`config.mk`:
```
export PLATFORM = sky130hd
export DESIGN_NAME = cdeq_out_reg
export DESIGN_NICKNAME = d
export VERILOG_FILES = /design/src/design/cdeq_pkg.sv /design/src/design/cdeq_out_reg.sv
export SDC_FILE = /design/constraint.sdc
export NUM_CORES = 1
export LEC_CHECK = 0
export BUFFER_PORTS_ARGS = -buffer_cell sky130_fd_sc_hd__buf_2
export CORE_UTILIZATION = 35
export CTS_BUF_LIST = sky130_fd_sc_hd__clkbuf_2
export DETAILED_ROUTE_END_ITERATION = 6
export PLACE_DENSITY = 0.81
export SLEW_MARGIN = 20
export SYNTH_ARGS = -nofsm -noshare
export SYNTH_HDL_FRONTEND = slang
export SYNTH_SLANG_ARGS = --single-unit
```
`constraint.sdc`:
```
create_clock -name aclk -period 0.8 [get_ports aclk]
set_clock_uncertainty 0.05 [all_clocks]
set_input_delay 0.12 -clock aclk [delete_from_list [all_inputs] [get_ports aclk]]
set_output_delay 0.12 -clock aclk [all_outputs]
set_load 0.1 [all_outputs]
```
`src/design/cdeq_pkg.sv`:
```
// ----------------------------------------------------------------------------
// Circular deque package
// Request and status codes, word type and the per-cycle cell command.
// ----------------------------------------------------------------------------
package cdeq_pkg;

    localparam int WORD_W = 32;

    typedef logic signed [WORD_W-1:0] word_t;

    typedef enum logic [1:0] {
        REQ_PUSH_FRONT = 2'd0,
        REQ_PUSH_REAR  = 2'd1,
        REQ_POP_FRONT  = 2'd2,
        REQ_POP_REAR   = 2'd3
    } req_t;

    typedef enum logic [1:0] {
        ST_OK    = 2'd0,
        ST_FULL  = 2'd1,
        ST_EMPTY = 2'd2
    } status_t;

    localparam word_t POP_FAIL_WORD = '1;
    localparam word_t PUSH_RESULT_WORD = '0;

    // command broadcast to every cell; only set when the request succeeds
    typedef struct packed {
        logic push_front;
        logic push_rear;
        logic pop_front;
        logic pop_rear;
    } cell_op_t;

endpackage

```
`src/design/cdeq_out_reg.sv`:
```
// ----------------------------------------------------------------------------
// Deque result register
// Holds one result item until the downstream side takes it.
// ----------------------------------------------------------------------------
module cdeq_out_reg (
    input  logic                   aclk,
    input  logic                   aresetn,
    input  logic                   load,
    input  cdeq_pkg::word_t        pop_word,
    input  cdeq_pkg::status_t      status,
    output logic                   can_load,
    output logic                   m_valid,
    input  logic                   m_ready,
    output logic signed [31:0]     m_pop_word,
    output logic [1:0]             m_status
);
    import cdeq_pkg::*;

    logic    valid_reg, valid_next;
    word_t   word_reg;
    status_t status_reg;

    assign can_load = ~valid_reg | m_ready;

    always_comb begin
        valid_next = valid_reg;
        if (load) begin
            valid_next = 1'b1;
        end else if (m_ready) begin
            valid_next = 1'b0;
        end
    end

    always_ff @(posedge aclk) begin
        if (!aresetn) begin
            valid_reg <= 1'b0;
        end else begin
            valid_reg <= valid_next;
        end
    end

    always_ff @(posedge aclk) begin
        if (load) begin
            word_reg   <= pop_word;
            status_reg <= status;
        end
    end

    assign m_valid    = valid_reg;
    assign m_pop_word = word_reg;
    assign m_status   = status_reg;

endmodule

```
# After elaboration in Yosys (flattened, before gate mapping)
# Cells that the tools add are included.
dict set report totals {
  in_bits 38
  wordCells 8
  reg_bits 35
  output_inout_bits 36
  mem_bits_rw 0
  latch_bits 0
  mem_bits_ro 0
  memories 0
}
dict set report classes {
  n_div 0
  n_lt_le_gt_ge 0
  mux 2
  n_mul 0
  n_reduce_logical 1
  addsub 0
  shifts 0
  eq_ne 0
  n_bitwise 2
}
# operator n
set ops {}
lappend ops {{2-to-1 mux 1 bit} 2}
lappend ops {{nonzero test 2 bit} 1}
lappend ops {{inverter 1 bit} 1}
lappend ops {{OR 1 bit} 1}

# Depth between registers and ports, before layout
dict set report logic_depth {
  word_depth 2
  mapped_depth 2
  depth_no_buf 2
}

# Worst setup path before layout
# Ideal clock, no wire load.
dict set report synth_timing {
  path_type {flip-flop to flip-flop}
  from {register m_valid (netlist name)}
  to {register valid_reg (netlist: m_valid)}
  path_stages_with_launch 3
  path_slack_ps -881
  required_time_ps 680
  path_buffers 0
  synth_period_minus_slack_ps 1681
  arrival_ps 1560
  setup_ps 70
  cell_sequence {dfxtp_1 > nand2b_4 > a21boi_2}
}
# item line_no
set synth_lines {}
lappend synth_lines {{end signal: assignment} cdeq_out_reg.sv:38} ;# valid_reg <= valid_next;
lappend synth_lines {{end: declaration} cdeq_out_reg.sv:19} ;# logic valid_reg, valid_next;

# Worst setup path after layout
dict set report layout_timing {
  from {register word_reg[19] (netlist: m_pop_word[19])}
  to {output port m_pop_word[19]}
}
# item line_no
set layout_lines {}
lappend layout_lines {{start: declaration} cdeq_out_reg.sv:20} ;# word_t word_reg;
lappend layout_lines {{start signal: assignment} cdeq_out_reg.sv:44} ;# word_reg <= pop_word;
lappend layout_lines {{end: declaration} cdeq_out_reg.sv:14} ;# output logic signed [31:0] m_pop_word,
# No word-level cell between the ends.

==> metrics.md <==
| Metric | Value |
|---|---|
| Outcome | finished, violations left |
| Failing checks | design-rule violations, negative setup slack |
| Delay of the slowest critical-path stage | roughly 0.48 ns |
| Cts bufs inserted | 5 |
| FP Rows | 19 |
| Seq/Total Area, Yosys | a little over nine tenths |
| First-pass GRT wire length | approximately 5400 µm |
| PwrDens | between 2000 and 2500 nW/µm² |
| CTS Buffer Depth | 2 |
| Maximum vdd drop | 1.58 mV |
| Post-Syn Nets | 76 |
| Final setup margin | -0.437 ns |
| Reg2Reg Setup Slack | -0.03 ns |
| Maximum clock rate | between 0.8 and 0.9 GHz |
| Clk_lat worst skew | slightly below 0.4 ns |
| Crit Path Category | reg -> out |
| Number of global-route vias before repair | 988 |
| Async SR Flop Fraction | 0% |
| Die area | around 3300 µm² |
| Post-synth EDFFs | 34 |
| Worst-margin pin slew | around 0.18 ns |
| Inserted Diodes | 0 |
| H-tree depth | 2 |
| Clock slew at reported path FFs | about 0.18 ns |
| CTS root buf | clkbuf_2 |
| CTS Sinks | 35 |
| Rel. slew slack | between 80 and 90% |
| DRT iter0 DRCs | 43 |
| Reg2reg start | m_valid |
| Worst Hold Class | in -> reg |
| GR Layer Usage met2 | roughly 39% |
| Mapped Cells | 38 |
| Slowest cell on the critical path | edfxtp_1 |
| Area leader, netlist | edfxtp_1 |
| Number of synthesis warnings | 0 |
| Synth top area share | a little over nine tenths |
| Min-delay src | m_ready |
| Critical path capture point type | output port |
| Most common cell in the netlist | edfxtp_1 |
| Drt first pass iters | 6 |
| Fillers | roughly 120 |
| Worst Path Max Fanout | 1 |
| Worst path cell trace | buf_12 |
| Post-route total power | slightly above 0.005 W |
| Number of port buffers | 73 |
| Reg area | about 1000 µm² |
| # setup viols final | 37 |
| Final RePlAce weighted congestion | around 0.69 |
| Final wirelength | 3630 µm |
| GR Overflow Total | 0 |
| Die width | between 50 and 60 µm |
| Vias/cell | ~4.6 |
| Fin crit share | 155% |
| WL/cell | between 15 and 20 µm |
| DR DRC count | 4 |
| Multi-input gate area | 25.0 µm² |
| Largest net degree at the start of global routing | 24 |
| Area contributors post-synth | edfxtp_1 95%, dfxtp_1 1.9%, nand2b_4 1.3%, a21boi_2 1.1%, inv_1 0.35% |
| Arr. time, crit path | ~1.1 ns |
| Post-placement cell count | ~140 |
| Non-Filler Instances | approximately 190 |
| Max Cap Viol | 0 |
| Initial antenna violation count | 0 |
| Final Core Density | 86.7% |
| Worst path top cell family by delay | flip-flops |
| GR Util met3 | 13.4% |
| Fin Setup TNS | -14.47 ns |
| Crit start category | register |
| Initial Util | a little under two fifths |
| Final #Nets | between 150 and 200 |
| Crit path buffers/inverters | 1 |
| Tmin final | approximately 1.2 ns |
| Pleak | slightly above 1 nW |
| Final hold violations | 0 |
| Proportion of layout cells with a drive suffix above 1 | between 50% and 60% |
| Met1 Track Usage GR | about 28% |
| Post-Syn Area | roughly 1100 µm² |
| CTS tree | done |
| Syn_area_per_cell | approximately 28 µm² |
| Crit. Startpoint | m_pop_word[19] |
| Critical path required time | around 0.63 ns |
| IO Pins | 74 |
| R2r endpoint | m_valid |
| Synth-to-Final Area Change | 129% |
| Stages on worst setup path | 1 |
| Vias after detailed routing | around 860 |
| Synth top cells by count | 34 x edfxtp_1, 1 x a21boi_2, 1 x dfxtp_1, 1 x inv_1, 1 x nand2b_4 |
| ANT nets after route | 0 |
| Tot GR Track Use | between 20% and 30% |
| Worst reg-to-reg path cell count | 3 |
| Max Slew Vio Count | 0 |
| Post-synth top flop | edfxtp_1 |
| RSZ-0062 raised after global routing | true |
| Busiest grt layer | met2 |
| Die height | about 57 µm |
| CP Capture Point | m_pop_word[19] |
| Core box area | approximately 2800 µm² |
| Yosys cell types | 5 |
| Synth Register Bits | 35 |
==> metrics by stage <==
step                setup slack, ns  hold slack (ns)  cell area, µm²
finish                       -0.437           0.0615            2450
global route                 -0.481           0.0415            2450
CTS                          -0.434          -0.0575            2450
detailed placement        -0.000663            0.248            2060
global placement             0.0141            0.246            2060
floorplan                    -0.274            0.169            1070
==> worst min-delay path by stage <==
stage	endpoint	slack, ns	depth (start not counted)
after floorplan	m_pop_word[0]	0.17	0
after global placement	m_pop_word[7]	0.25	1
final	m_valid	0.06	4
after CTS	m_valid	-0.06	3
after detailed placement	m_pop_word[26]	0.25	1
after global routing	m_valid	0.04	4
==> cell usage in the layout, fill, tap and decap left out <==
master | Yosys | layout
dlygate4sd3_1 | 0 | 35
buf_12 | 0 | 38
inv_1 | 1 | 1
clkinv_1 | 0 | 2
clkbuf_2 | 0 | 6
buf_4 | 0 | 1
a21boi_2 | 1 | 1
buf_2 | 0 | 37
nand2b_4 | 1 | 1
edfxtp_1 | 34 | 34
dfxtp_4 | 0 | 1
==> metal layers <==
| metal | wire length (µm) | part of all wire [%] |
|---|---|---|
| met2 | 1770 | 49 |
| met1 | 1390 | 38 |
| met4 | 91 | 2.5 |
| met3 | 371 | 10 |
| met5 | 0 | 0 |
==> final cells by class <==
cell class / count / area share (%)
clock buffers: 6 / 1.22
clock inverters: 2 / 0.306
inverters: 1 / 0.153
multi-input cells: 2 / 1.02
flip-flops and latches: 35 / 42.6
well taps: 31 / 1.58
repair buffers: 111 / 53.1
==> cells by family (layout without fill, tap and decap cells) <==
logic type | after synthesis | count (layout) | share of synthesized area (%)
buf+inv | 1 | 120 | 0.351
compound gates | 1 | 1 | 1.05
simple gates | 1 | 1 | 1.29
flops | 35 | 35 | 97.3
==> flip-flops by register name, summed over array words and instances, names as in the netlist <==
register / count
m_pop_word: 32
m_status: 2
m_valid: 1
==> timing repair <==
action                                 4_1_cts  5_1_grt
setup endpoints to repair                   36       36
gates resized for setup                      0        0
setup buffers                                0        1
endpoints found under the hold margin       35        0
hold buffers                                35        0
==> where the power goes <==
group / switching (W) / total, W / internal, W
combinational: 0.00121 / 0.00194 / 0.000727
clock: 0.000585 / 0.000795 / 0.000210
sequential: 0.000125 / 0.00230 / 0.00217
total: 0.00192 / 0.00504 / 0.00311
(Power assumes the default switching activity.)
