`config.mk`:
```
export PLATFORM = sky130hd
export DESIGN_NAME = cdeq_cell
export DESIGN_NICKNAME = d
export VERILOG_FILES = /design/src/design/cdeq_pkg.sv /design/src/design/cdeq_cell.sv
export SDC_FILE = /design/constraint.sdc
export NUM_CORES = 1
export LEC_CHECK = 0
export ABC_AREA = 1
export BUFFER_PORTS_ARGS = -buffer_cell sky130_fd_sc_hd__clkbuf_2
export CORE_MARGIN = 4
export CORE_UTILIZATION = 38
export CTS_CLUSTER_SIZE = 30
export DETAILED_ROUTE_END_ITERATION = 8
export PLACE_DENSITY = 0.81
export SYNTH_ARGS = -nofsm -noshare
export SYNTH_HDL_FRONTEND = slang
export SYNTH_SLANG_ARGS = --single-unit
```
`constraint.sdc`:
```
create_clock -name aclk -period 1.91 [get_ports aclk]
set_input_delay 0 -clock aclk [delete_from_list [all_inputs] [get_ports aclk]]
set_output_delay 0 -clock aclk [all_outputs]
set_load 0.03 [all_outputs]
```
`src/design/cdeq_pkg.sv`:
```
// ----------------------------------------------------------------------------
// Circular deque package
// Request and status codes, word type and the per-cycle cell command.
// ----------------------------------------------------------------------------
package cdeq_pkg;

    localparam int WORD_W = 32;

    typedef logic signed [WORD_W-1:0] word_t;

    typedef enum logic [1:0] {
        REQ_PUSH_FRONT = 2'd0,
        REQ_PUSH_REAR  = 2'd1,
        REQ_POP_FRONT  = 2'd2,
        REQ_POP_REAR   = 2'd3
    } req_t;

    typedef enum logic [1:0] {
        ST_OK    = 2'd0,
        ST_FULL  = 2'd1,
        ST_EMPTY = 2'd2
    } status_t;

    localparam word_t POP_FAIL_WORD = '1;
    localparam word_t PUSH_RESULT_WORD = '0;

    // command broadcast to every cell; only set when the request succeeds
    typedef struct packed {
        logic push_front;
        logic push_rear;
        logic pop_front;
        logic pop_rear;
    } cell_op_t;

endpackage

```
`src/design/cdeq_cell.sv`:
```
// ----------------------------------------------------------------------------
// Deque cell
// One slot of the chain: holds a word and a valid bit, shifts toward either
// neighbor, and shows its word on the rear tap when it is the last valid slot.
// ----------------------------------------------------------------------------
module cdeq_cell (
    input  logic              aclk,
    input  logic              aresetn,
    input  cdeq_pkg::cell_op_t op,
    input  cdeq_pkg::word_t   push_word,
    input  logic              left_valid,
    input  cdeq_pkg::word_t   left_word,
    input  logic              right_valid,
    input  cdeq_pkg::word_t   right_word,
    output logic              valid,
    output cdeq_pkg::word_t   word,
    output cdeq_pkg::word_t   rear_tap
);
    import cdeq_pkg::*;

    logic  valid_reg, valid_next;
    word_t word_reg, word_next;
    logic  is_last;

    assign is_last = valid_reg & ~right_valid;

    always_comb begin
        valid_next = valid_reg;
        word_next  = word_reg;
        if (op.push_front) begin
            valid_next = left_valid;
            word_next  = left_word;
        end else if (op.push_rear) begin
            // first free slot takes the incoming word
            if (!valid_reg && left_valid) begin
                valid_next = 1'b1;
                word_next  = push_word;
            end
        end else if (op.pop_front) begin
            valid_next = right_valid;
            word_next  = right_word;
        end else if (op.pop_rear) begin
            if (is_last) begin
                valid_next = 1'b0;
            end
        end
    end

    always_ff @(posedge aclk) begin
        if (!aresetn) begin
            valid_reg <= 1'b0;
        end else begin
            valid_reg <= valid_next;
        end
    end

    always_ff @(posedge aclk) begin
        word_reg <= word_next;
    end

    assign valid    = valid_reg;
    assign word     = word_reg;
    assign rear_tap = is_last ? word_reg : '0;

endmodule

```
* After elaboration in Yosys (flattened, before gate mapping) *
Cells that the tools add are included.

cells by class
  add/sub/neg operators = 0
  $mul = 0
  divide/modulo/power cells = 0
  order comparisons = 0
  equal/unequal tests = 1
  shift operators = 0
  mux-type cells = 11
  bitwise gates (word level) = 2
  reductions and logical operators = 7

operators by type and width
  operator            count
  $mux 32             5
  $reduce_bool 4->1   2
  $mux 1              6
  $ne 3x1->1 const B  1
  $reduce_and 3->1    1
  $reduce_bool 3->1   1
  $reduce_and 2->1    1
  $and 1x1->1         1
  $logic_and 1x1->1   1
  $logic_not 1->1     1
  $not 1->1           1

storage, ports and cells
  register bits = 33
  bits in latches = 0
  memory bits (writable) = 0
  memory bits (read-only) = 0
  input bits = 104
  output and inout bits = 65
  logic and storage cells = 23
  memories = 0

* Logic depth before layout (Yosys ltp) *
Gate-level depths: netlist (run 1).

  depth in word-level cells = 7
  mapped depth = 7
  mapped depth without buffers = 7

* Worst setup path before layout (run 1) *
Ideal clock, no wire load.

  path kind = register to register
  start = register valid_reg, in the netlist valid
  end = register word_reg[0], in the netlist word[0], enable pin
  setup time = 0.387 ns
  arrival = 1.328 ns
  required time = 1.523 ns
  path slack = 0.196 ns
  cell stages (with the launch flop) = 6
  buffers on the path = 0
  clock period less this slack = 1.714 ns
  path through = dfxtp_1 inv_1 nand2_1 nand2_1 nand2_2 inv_1

on the way
  cells in the longest elaborated chain, start to end = 4

ends and longest elaborated chain
  what                               RTL line         RTL
  start: declaration                 cdeq_cell.sv:21  logic valid_reg, valid_next;
  start signal: assignment           cdeq_cell.sv:53  valid_reg <= valid_next;
  $logic_not 1->1                    cdeq_cell.sv:35  if (!valid_reg && left_valid) begin
  $logic_and 1x1->1                  cdeq_cell.sv:35
  $ne 3x1->1 (no source line)        --
  $reduce_and 2->1 (no source line)  --
  end signal: assignment             cdeq_cell.sv:58  word_reg <= word_next;
  end: declaration                   cdeq_cell.sv:22  word_t word_reg, word_next;

Every way passes these cells.
A chain may end at the register's enable or synchronous reset.

* Final worst setup path (run 1) *
  start = register valid_reg, in the netlist valid
  end = register word_reg[31], in the netlist word[31], enable pin

Same word-level chain as after synthesis.

==> impl_summary.log, run 1 <==
[metrics] outcome: finished, final reports clean
[metrics] number of flops mapped to enable cells by yosys: 32
[metrics] share of the synthesized netlist area taken by xor and xnor gates: 0%
[metrics] most used standard cell by instance count after synthesis: sky130_fd_sc_hd__nand2_1
[metrics] vias in the first global route: 2,278
[metrics] Hold Path Cell Cnt: 3
[metrics] Avg Cell Area, Syn: 7.35 um^2
[metrics] power density cells: 673 nW/um^2
[metrics] Layout area overhead: 64.8%
[metrics] global-route wire length before repair: 10,200 um
[metrics] number of input and output port buffers inserted: 168
[metrics] global route total overflow: 0
[metrics] cell at the root of the clock tree: sky130_fd_sc_hd__clkbuf_8
[metrics] area fraction of the dominant cell type after synthesis: 50.1%
[metrics] max-cap check violation count: 0
[metrics] clock-pin slew on the worst setup and hold paths: 0.07 ns
[metrics] area of all placed cells without fillers: 3160 um^2
[metrics] Synth cell types: 13
[metrics] post-synth design cell area: 1920 um^2
[metrics] Main synth FF type: sky130_fd_sc_hd__edfxtp_1
[metrics] count of final max-slew check failures: 0
[metrics] crit start category: flip-flop
[metrics] Skew-Pair Late Insertion Delay: 0.28 ns
[metrics] pin count of the biggest net entering global routing: 34
[metrics] multiplexer share of the synthesized area: 0%
[metrics] final-layout setup total negative slack: 0 ns
[metrics] IO Count: 169
[metrics] layout cells sized above 1: 40.4%
[metrics] number of gates resized after CTS: 0
[metrics] cell area after placement: 2820 um^2
[metrics] final-layout worst hold slack: 0.00512 ns
[metrics] final hold violation count: 0
[metrics] synthesized instance count: 261
[metrics] number of buffers added by the clock tree synthesis step: 5
[metrics] routed len/inst: 12.5 um
[metrics] leading cell types by count after synthesis: sky130_fd_sc_hd__nand2_1 (103), sky130_fd_sc_hd__inv_1 (38), sky130_fd_sc_hd__nor2_1 (35)
[metrics] area of the core region: 4820 um^2
[metrics] Tightest Hold Check Type: in -> reg
[metrics] number of nets in the synthesized netlist: 365
[metrics] DRT Wirelength: 6550 um
[metrics] drt first pass iters: 6
[metrics] #FFs+latches synth: 33
[metrics] fraction of the mapped netlist area in compound gates: 0.522%
[metrics] largest cells by area after synthesis: sky130_fd_sc_hd__edfxtp_1 (50%), sky130_fd_sc_hd__nand2_1 (20%), sky130_fd_sc_hd__nand3_1 (8.6%)
[metrics] unrepaired setup endpoints after global routing: no
[metrics] fraction of synthesis flops using an asynchronous set or reset pin: 0%
[metrics] final clock skew: 0.00283 ns
[metrics] combinational family with the most area after synthesis: simple AND/OR/NAND/NOR gates
[metrics] flip-flop count of the largest register after layout: 32
[metrics] depth of the CTS H-tree: 2
[metrics] antenna violations before repair: 0
[metrics] last weighted congestion value of the routability-driven placer: 0.798
[metrics] number of buffers on the longest clock path: 2
[metrics] number of clock sinks: 33
[metrics] fillers: 430
[metrics] number of cells on the worst reg-to-reg path: 6
[metrics] Cell Rows: 25
[metrics] antenna fix cells: 0
[metrics] largest fanout on the critical path: 32
[metrics] post-detail-place hpwl: 4790 um
[metrics] Initial Utilization: 39.8%
[metrics] relative slew slack: 72.9%
[metrics] standby leakage power: 0.00180 uW
[metrics] share of synthesized cell area in and, or, nand and nor gates: 37.1%
[metrics] Required @ worst endpoint: 1.85 ns
[metrics] detailed router's first-iteration violation count: 113
[metrics] Worst Setup Path Type: reg -> reg
[metrics] total DRC errors in the routed layout: 0
[metrics] share of synthesized cell area in full adder, half adder and majority cells: 0%
[metrics] Synth warnings: 0
[metrics] Slew @ Worst Pin: 0.406 ns
[metrics] antenna-violating nets left: 0
[metrics] net count of the finished layout: 559
[metrics] final setup violation count: 0
[metrics] part of the Yosys area used for sequential elements: 51.1%
[metrics] endpoint class of the critical path: flip-flop
[metrics] worst vdd rail ir drop: 362 uV
[metrics] clock tree from TritonCTS: built
[metrics] clock period minus worst slack: 1.40 ns
[metrics] total global-route track usage: 20.9%
[metrics] detailed-route via count: 2,352
[metrics] routed vias/inst: 4.50
[metrics] Die Span Y: 79.0 um
[metrics] largest area contributor in the netlist: sky130_fd_sc_hd__edfxtp_1
[metrics] die area: 6250 um^2
[metrics] die span in x: 79.0 um
[metrics] crit path DAT: 1.34 ns
[metrics] crit share post-route: 73.2%
[metrics] Max Clk Rate: 715 MHz
-- layer usage --
layer  up-vias  track usage (%)  share of wire (%)
met1      1014             21.5                 36
li1       1187                -                  -
met2       136             40.0                 51
met4         0             8.42                2.2
met3        15             5.22                 10
met5         -                0                  0
-- cell families after synthesis --
kind of cell,after synthesis
AND/OR/NAND/NOR,174
buffers and inverters,52
AO/OA/AOI/OAI,2
flip-flops,33
-- cell type report --
type	instances	area, um^2	area share, %
multi-input cells	176	722	22.8
inverters	39	146	4.63
repair buffers	200	1150	36.3
clock inverters	3	12.5	0.396
well taps	67	83.8	2.65
clock buffers	5	68.8	2.18
flip-flops and latches	33	981	31.0
-- stage by stage --
step	cells	setup WS (ns)	power, uW	util [%]
floorplan	261	0.196	1350	-
detailed placement	489	0.517	1600	58.5
global route	523	0.381	2250	65.6
global placement	489	0.591	1590	58.5
finish	523	0.511	2130	65.6
CTS	522	0.516	2140	65.4
-- placed cells by master (no fill, tap or decap) --
cell	synthesis	layout
sky130_fd_sc_hd__dlygate4sd3_1	0	26
sky130_fd_sc_hd__inv_2	1	1
sky130_fd_sc_hd__a21oi_1	2	2
sky130_fd_sc_hd__clkinv_2	0	1
sky130_fd_sc_hd__clkbuf_8	0	5
sky130_fd_sc_hd__inv_1	38	38
sky130_fd_sc_hd__nand2_1	103	103
sky130_fd_sc_hd__edfxtp_1	32	32
sky130_fd_sc_hd__clkbuf_2	0	168
sky130_fd_sc_hd__clkinv_1	0	2
sky130_fd_sc_hd__nand2_2	1	1
sky130_fd_sc_hd__dfxtp_1	1	1
sky130_fd_sc_hd__nor2_4	2	2
sky130_fd_sc_hd__nor2_1	35	35
sky130_fd_sc_hd__buf_4	0	6
sky130_fd_sc_hd__nand3_1	33	33
-- path summary, 6_finish.rpt --
kind / from / to / slack, ns
setup / recovery: valid / word[31] / 0.51
hold / removal: push_word[3] / word[3] / 0.005
hold reg to reg: valid / valid / 0.61
setup reg to reg: valid / word[31] / 0.51
-- power breakdown --
part	internal, uW	total [uW]	switching [uW]
Sequential	897	942	44.3
Combinational	248	696	447
Clock	245	491	246
-- worst max-delay path: stages (launching register included) --
cell	delay, ns
sky130_fd_sc_hd__dfxtp_1	0.32
sky130_fd_sc_hd__inv_1	0.08
sky130_fd_sc_hd__nand2_1	0.06
sky130_fd_sc_hd__nand2_1	0.09
sky130_fd_sc_hd__nand2_2	0.07
sky130_fd_sc_hd__inv_1	0.05
sky130_fd_sc_hd__buf_4	0.36
-- what timing repair did --
item,CTS,global route
endpoints found under the hold margin,21,1
hold buffers,25,1
buffers inserted,0,0
endpoints found under the setup margin,0,0
No activity file was read; power rests on OpenSTA's default activity.
==> inputs of run 2 (changes only) <==
--- a/config.mk
+++ b/config.mk
@@ -8,10 +8,10 @@
 export ABC_AREA = 1
 export BUFFER_PORTS_ARGS = -buffer_cell sky130_fd_sc_hd__clkbuf_2
 export CORE_MARGIN = 4
-export CORE_UTILIZATION = 38
+export CORE_UTILIZATION = 34
 export CTS_CLUSTER_SIZE = 30
 export DETAILED_ROUTE_END_ITERATION = 8
-export PLACE_DENSITY = 0.81
+export PLACE_DENSITY = 0.76
 export SYNTH_ARGS = -nofsm -noshare
 export SYNTH_HDL_FRONTEND = slang
 export SYNTH_SLANG_ARGS = --single-unit
==> constraint.sdc (replaced) <==
create_clock -name aclk -period 1.2 [get_ports aclk]
set_input_delay 0 -clock aclk [delete_from_list [all_inputs] [get_ports aclk]]
set_output_delay 0 -clock aclk [all_outputs]
set_load 0.03 [all_outputs]
==> impl_summary.log, run 2 (synthesized netlist as in run 1, its figures left out) <==
[metrics] post-detail-place hpwl: 4810 um
[metrics] worst vdd rail ir drop: 681 uV
[metrics] clock period minus worst slack: 1.22 ns
[metrics] Skew-Pair Late Insertion Delay: 0.28 ns
[metrics] final setup violation count: 24
[metrics] drt first pass iters: 4
[metrics] layout cells sized above 1: 47.2%
[metrics] routed len/inst: 13.6 um
[metrics] number of clock sinks: 33
[metrics] endpoint class of the critical path: flip-flop
[metrics] die area: 6910 um^2
[metrics] power density cells: 1080 nW/um^2
[metrics] crit start category: flip-flop
[metrics] IO Count: 169
[metrics] global-route wire length before repair: 11,000 um
[metrics] antenna-violating nets left: 0
[metrics] DRT Wirelength: 7220 um
[metrics] final hold violation count: 0
[metrics] relative slew slack: 76.0%
[metrics] standby leakage power: 0.00189 uW
[metrics] antenna violations before repair: 0
[metrics] Die Span Y: 83.1 um
[metrics] cell area after placement: 2870 um^2
[metrics] depth of the CTS H-tree: 2
[metrics] pin count of the biggest net entering global routing: 34
[metrics] last weighted congestion value of the routability-driven placer: 0.797
[metrics] flip-flop count of the largest register after layout: 32
[metrics] crit share post-route: 102%
[metrics] max-cap check violation count: 0
[metrics] detailed-route via count: 2,431
[metrics] global route total overflow: 0
[metrics] Slew @ Worst Pin: 0.360 ns
[metrics] outcome: finished with violations
[metrics] final-layout setup total negative slack: -0.391 ns
[metrics] count of final max-slew check failures: 0
[metrics] failing checks: negative setup slack
[metrics] area of the core region: 5470 um^2
[metrics] Required @ worst endpoint: 1.24 ns
[metrics] final clock skew: 0.00628 ns
[metrics] unrepaired setup endpoints after global routing: yes
[metrics] Layout area overhead: 81.9%
[metrics] commonest non-fill, non-tap cells in the layout: sky130_fd_sc_hd__clkbuf_2 (136), sky130_fd_sc_hd__nand2_1 (100), sky130_fd_sc_hd__inv_1 (36)
[metrics] Final Worst Setup Slack: -0.0210 ns
[metrics] vias in the first global route: 2,474
[metrics] total global-route track usage: 19.8%
[metrics] net count of the finished layout: 561
[metrics] clock-pin slew on the worst setup and hold paths: 0.07 ns
[metrics] cell at the root of the clock tree: sky130_fd_sc_hd__clkbuf_8
[metrics] total DRC errors in the routed layout: 0
[metrics] clock tree from TritonCTS: built
[metrics] detailed router's first-iteration violation count: 66
[metrics] Cell Rows: 27
[metrics] die span in x: 83.1 um
[metrics] routed vias/inst: 4.59
[metrics] antenna fix cells: 0
[metrics] crit path DAT: 1.26 ns
[metrics] most common cell after layout, fill and taps aside: sky130_fd_sc_hd__clkbuf_2
[metrics] number of buffers added by the clock tree synthesis step: 5
[metrics] largest fanout on the critical path: 17
[metrics] number of buffers on the longest clock path: 2
[metrics] Max Clk Rate: 819 MHz
[metrics] Tightest Hold Check Type: in -> reg
[metrics] area of all placed cells without fillers: 3490 um^2
[metrics] number of input and output port buffers inserted: 168
[metrics] Worst Setup Path Type: reg -> reg
[metrics] Initial Utilization: 35.0%
==> run 2: per-layer routing <==
metal  wire, um  global-route usage [%]
met1       2550                    19.4
met5          0                       0
met4        227                    10.1
met3        575                    6.25
met2       3870                    37.0
==> run 2: through the flow <==
step / power [uW] / hold WS, ns / cells / utilization, % / setup WS (ns)
after floorplan: 2150 / 0.111 / 261 / - / -0.273
after global placement: 2560 / 0.213 / 496 / 52.5 / 0.0469
after detailed placement: 2580 / 0.219 / 496 / 52.5 / 0.0331
after CTS: 3680 / 0.00119 / 526 / 60.3 / -0.0156
after global routing: 3960 / 0.00566 / 530 / 63.7 / -0.0891
final: 3760 / 0.00457 / 530 / 63.7 / -0.0210
==> run 2: path summary, 6_finish.rpt <==
check | from | endpoint | depth (start not counted) | slack [ns]
setup / recovery | valid | word[12] | 6 | -0.02
hold / removal | push_word[16] | word[16] | 3 | 0.005
setup reg to reg | valid | word[12] | 6 | -0.02
hold reg to reg | valid | valid | 5 | 0.71
==> run 2: power breakdown <==
part	switching, uW	internal, uW
Sequential	73.3	1430
Combinational	766	488
Clock	393	613
==> run 2: cell type report <==
cell class	count	area, um^2
clock inverter	2	33.8
inverter	39	150
fill	484	1980
sequential	33	985
timing repair buffer	202	1370
clock buffer	6	72.6
tap	72	90.1
multi-input combinational	176	790
==> run 2: worst max-delay path, cell delays in order (launching register included) <==
cell and delay, ns:
sky130_fd_sc_hd__dfxtp_4 0.37, sky130_fd_sc_hd__inv_2 0.04, sky130_fd_sc_hd__nand2_2 0.05, sky130_fd_sc_hd__nand2_2 0.06, sky130_fd_sc_hd__nand2_2 0.10, sky130_fd_sc_hd__clkinvlp_4 0.16, sky130_fd_sc_hd__buf_12 0.20
==> run 2: repair_timing <==
| action | CTS | global route |
|---|---|---|
| hold endpoints to repair | 17 | 1 |
| hold buffers | 21 | 1 |
| endpoints found under the setup margin | 32 | 64 |
| pin swaps | 0 | 0 |
| setup buffers | 0 | 2 |
| gates cloned | 1 | 1 |
| resized for setup | 37 | 76 |
